File: config.mk
export PLATFORM = sky130hd
export DESIGN_NAME = ssjf_front
export DESIGN_NICKNAME = d
export VERILOG_FILES = /design/src/sv/ssjf_pkg.sv /design/src/sv/ssjf_front.sv
export SDC_FILE = /design/constraint.sdc
export NUM_CORES = 1
export LEC_CHECK = 0
export ABC_CLOCK_PERIOD_IN_PS = 21400
export BUFFER_PORTS_ARGS = -buffer_cell sky130_fd_sc_hd__buf_2
export CAP_MARGIN = 5
export CORE_AREA = 3 3 74 76
export CTS_BUF_LIST = sky130_fd_sc_hd__clkbuf_8
export DETAILED_ROUTE_END_ITERATION = 7
export DIE_AREA = 0 0 77 79
export HOLD_SLACK_MARGIN = 0.03
export PLACE_DENSITY = 0.75
export SYNTH_ARGS = -nofsm -noshare
export SYNTH_HDL_FRONTEND = slang
export SYNTH_SLANG_ARGS = --single-unit
File: constraint.sdc
create_clock -name clk_i -period 21.4 [get_ports clk_i]
set_clock_uncertainty 0.2 [all_clocks]
set_input_delay 6.42 -clock clk_i [delete_from_list [all_inputs] [get_ports clk_i]]
set_output_delay 6.42 -clock clk_i [all_outputs]
set_load 0.1 [all_outputs]
File: src/sv/ssjf_pkg.sv
package ssjf_pkg;

  localparam int unsigned ElemW  = 32;
  localparam int unsigned TagW   = 16;
  localparam int unsigned LenW   = 12;
  localparam int unsigned SimW   = 20;
  localparam int unsigned ShareW = 12;
  localparam int unsigned UnionW = 13;
  localparam int unsigned SimScale = 1000000;

  // A completed pair handed from the load side to the merge side.
  typedef struct packed {
    logic [TagW-1:0] row_tag;
    logic [TagW-1:0] col_tag;
  } job_t;

  typedef struct packed {
    logic [TagW-1:0]   row_id;
    logic [TagW-1:0]   col_id;
    logic              passed;
    logic [SimW-1:0]   similarity;
    logic [ShareW-1:0] shared_count;
    logic [UnionW-1:0] union_size;
  } result_t;

endpackage

File: src/sv/ssjf_front.sv
module ssjf_front #(
  parameter int unsigned MaxLength = 2048,
  parameter int unsigned AddrW     = 11,
  parameter int unsigned CntW      = 12
) (
  input  logic                    clk_i,
  input  logic                    rst_ni,
  input  logic [ssjf_pkg::LenW-1:0] vector_length_i,
  input  logic                    in_valid_i,
  output logic                    in_ready_o,
  input  ssjf_pkg::job_t          in_job_i,
  input  logic                    busy_i,
  output logic                    wr_en_o,
  output logic [AddrW-1:0]        wr_addr_o,
  output logic [CntW-1:0]         len_o,
  output logic                    job_valid_o,
  output ssjf_pkg::job_t          job_o
);
  import ssjf_pkg::*;

  logic [CntW-1:0] load_count_q, load_count_d;
  logic [CntW-1:0] len;
  logic [CntW-1:0] idx;
  logic            last;

  // Effective length, clamped to one through MaxLength.
  always_comb begin
    if (vector_length_i == '0) begin
      len = CntW'(1);
    end else if (CntW'(vector_length_i) > CntW'(MaxLength)) begin
      len = CntW'(MaxLength);
    end else begin
      len = CntW'(vector_length_i);
    end
  end

  assign idx        = (load_count_q >= len) ? len - CntW'(1) : load_count_q;
  assign last       = (idx + CntW'(1)) >= len;
  // The store may only be written while the merge side is not reading it.
  assign in_ready_o = !busy_i;
  assign wr_en_o    = in_valid_i && in_ready_o;
  assign wr_addr_o  = idx[AddrW-1:0];
  assign len_o      = len;
  assign job_valid_o = wr_en_o && last;
  assign job_o      = in_job_i;

  always_comb begin
    load_count_d = load_count_q;
    if (wr_en_o) begin
      load_count_d = last ? '0 : idx + CntW'(1);
    end
  end

  always_ff @(posedge clk_i or negedge rst_ni) begin
    if (!rst_ni) begin
      load_count_q <= '0;
    end else begin
      load_count_q <= load_count_d;
    end
  end

endmodule

==> results.py <==
metrics = {
    "synth": {
        "seq_area_frac_synth": 0.143,
        "synthesis.nets": 342,
        "synth_top_family_by_area": "simple AND/OR/NAND/NOR gates",
        "ys_ff_latch": 12,
        "yosys-mux-area-fraction": 0.0755,
        "synth_xor_area_frac": 0.0499,
        "synth_compound_area_frac": 0.187,
        "synthFlopType": "dfrtp_1",
        "synth_cell_type_count": 52,
        "async_flop_share": 1.00,
        "ys_warn_count": 0,
        "synth_top_area_frac": 0.154,
        "yosys.area_share.simple": 0.217,
        "netlist_area_mm2": 0.00211,
        "synth_area_leaders": "ha_1 15%, dfrtp_1 14%, buf_4 11%",
        "synthAdderAreaFrac": 0.154,
        "synth_area_per_cell_um2": 7.86,
        "yosys.area.top_type": "ha_1",
        "syn_inst": 268,
        "synth_edf_count": 0,
    },
    "worst_setup_path": {
        "cp_slowest_stage_delay_ns": 0.56,
        "crit_top_cell": "ha_1",
        "crit_chain": "buf_2 > nor4_2 > and4b_1 > o21a_1 > ha_1 > nor2b_1 > o21ai_0 > a211oi_1 > o21ai_2 > buf_4 > a21oi_1 > ha_1 > and2_1 > nand4_1 > mux2i_1 > nand2_1 > xnor2_1 > inv_1 > ha_1 > o21a_1 > o211ai_1 > a21oi_1 > and2_1 > buf_2",
        "path_max_fanout": 27,
        "critPathKind": "in2out",
        "cp_slowest_cell": "a21oi_1",
        "end_kind": "output port",
        "path_delay_family": "compound AO/OA/AOI/OAI gates",
        "crit_required_ns": 14.78,
        "path_buf_inv": 4,
        "cp-start-kind": "input port",
        "worstPathArrival_ns": 11.88,
    },
    "detailed_routing": {
        "drc": 0,
        "wirelength_um": 5160,
        "via_per_inst": 5.50,
        "post_drt_wl_per_cell_um": 15.1,
        "drtIter0Drc": 164,
        "via_count": 1881,
        "detail-route-antenna-nets": 0,
        "first_pass_iters": 4,
    },
    "layout": {
        "reg.largest.list": "load_count_q: 12 flops",
        "final_cell_mix": "41 x buf_2, 30 x nand2_1, 26 x inv_1, 26 x ha_1, 12 x dfrtp_1",
        "seq_area_um2": 300,
        "final_common_cell": "buf_2",
        "multi_input_area_mm2": 0.00144,
        "fin_area_mm2": 0.00219,
        "largest_reg_flops": 12,
        "fill_cells": 496,
        "num-nets-final": 350,
        "drive_gt1_frac": 0.236,
        "antenna_cells": 0,
        "regMostFlops": "load_count_q",
        "syn_to_final_growth_pct": 3.98,
    },
    "grt": {
        "grt_pass1_wl_um": 8380,
        "antenna_found_initial": 0,
        "grt_usage": 0.171,
        "grt_max_degree": 28,
        "grt_pass1_vias": 1732,
        "grt-ovfl-total": 0,
    },
    "clock_network": {
        "cts-resized-gates": 0,
        "clock_latency_ns": 0.24,
        "post_cts_buffers": 0,
        "clk_path_buf_depth": 2,
        "cts_hold_buf": 0,
        "cts-root-buf": "clkbuf_8",
        "path_clk_slew_ns": 0.05,
        "tritoncts": "built",
        "cts_sinks": 12,
        "cts_buffers": 3,
        "h-tree-depth": 1,
    },
    "timing": {
        "post-route-period-util": 0.865,
        "relSlewSlack": 0.547,
        "setup_viol": 0,
        "fmax_ghz": 0.0540,
        "fin_crit_ns": 18.50,
        "hold_violations": 0,
        "drv_slew": 0,
        "rsz0062_at_grt": "no",
        "tightestPinTransition_ns": 0.680,
        "tns_ns": 0,
    },
    "floorplanning": {
        "die_x_um": 77,
        "rows": 25,
        "die_area_mm2": 0.00608,
        "ios": 106,
        "initial_core_util": 0.440,
        "coreArea_mm2": 0.00479,
        "die_h_um": 79,
    },
    "place": {
        "io_buffers": 41,
        "hpwl_um": 4330,
        "place.gp.congestion": 0.868,
        "dpl_cell_area_mm2": 0.00213,
    },
    "hold_path": {
        "hold_class": "reg2reg",
    },
    "power_and_ir_drop": {
        "p_per_area_mw_per_mm2": 174,
        "peakVddDrop_v": 0.000232,
        "p_leak_nw": 1.11,
    },
    "run_status": {
        "status": "finished, final reports clean",
    },
    "run": {
        "cap_violations": 0,
    },
}
==> logic make-up (layout without fill, tap and decap cells) <==
family | Yosys count | count (layout)
simple gates | 85 | 85
buf+inv | 65 | 72
compound gates | 54 | 54
fa+ha+maj | 26 | 26
mux | 14 | 14
xor+xnor | 12 | 12
flops | 12 | 12
==> worst reg2reg max path, cell delays in order (launching register included) <==
cell,delay [ns]
dfrtp_1,0.47
ha_1,0.32
a211oi_1,0.24
o21ai_0,0.12
a211oi_1,0.28
o21ai_2,0.07
buf_4,0.24
a21oi_1,0.33
ha_1,0.29
and2_1,0.16
nand4_1,0.12
mux2i_1,0.22
nand2_1,0.09
xnor2_1,0.22
inv_1,0.07
ha_1,0.20
nor4_1,0.27
o221ai_1,0.17
o211ai_1,0.14
a21oi_1,0.24
or4_1,0.45
o311ai_1,0.10
==> where the power goes <==
part	internal (mW)	leakage (nW)	switching (mW)	total, mW
registers	0.0320	0.154	0.0137	0.0457
logic	0.0852	0.930	0.225	0.310
clock network	0.0163	0.0288	0.00843	0.0247
total	0.133	1.11	0.247	0.380
==> cell type report <==
cell class | instances | share of cell area
Timing Repair Buffer | 42 | 0.0971
Multi-Input combinational cell | 191 | 0.658
Inverter | 26 | 0.0446
Clock buffer | 4 | 0.0251
Sequential cell | 12 | 0.137
Tap cell | 67 | 0.0383
==> stage by stage <==
step	setup slack (ns)	power (mW)	util	hold slack (ns)	cells
floorplan	0.740	0.325	-	0.271	268
global placement	3.16	0.352	0.446	0.328	338
detailed placement	2.93	0.356	0.446	0.347	338
CTS	2.91	0.382	0.458	0.359	342
global route	2.34	0.410	0.458	0.390	342
finish	2.90	0.380	0.458	0.355	342
==> metal layers <==
layer  GRT usage  part of all wire  vias to the layer above
met5           0                 0                        -
met2       0.268              0.46                       65
li1            -                 -                      939
met4      0.0498             0.012                        0
met1       0.229              0.47                      869
met3      0.0454             0.058                        8
==> path summary, 6_finish.rpt <==
path	to	slack [ns]	cells after the start	from
min in group asynchronous	load_count_q[5]$_DFFE_PN0P_	5.84	1	rst_ni
max in group asynchronous	load_count_q[7]$_DFFE_PN0P_	14.94	1	rst_ni
min	load_count_q[10]$_DFFE_PN0P_	0.35	2	load_count_q[10]$_DFFE_PN0P_
max reg2reg	load_count_q[11]$_DFFE_PN0P_	16.26	21	load_count_q[2]$_DFFE_PN0P_
min reg2reg	load_count_q[10]$_DFFE_PN0P_	0.35	2	load_count_q[10]$_DFFE_PN0P_
max	job_valid_o	2.90	24	vector_length_i[4]
==> cell usage after synthesis (4+ instances only) <==
library cell  instances
buf_4                32
nand2_1              30
ha_1                 26
inv_1                26
dfrtp_1              12
nor2_1               11
o21ai_0              11
mux2i_1               8
a21oi_1               7
nand3_1               7
xnor2_1               7
a22o_1                6
and3_1                5
clkbuf_1              5
mux2_2                5
nor3_1                5
o31ai_1               5
xor2_1                5
a211oi_1              4
Note: power is estimated with default switching activity, not from simulation.
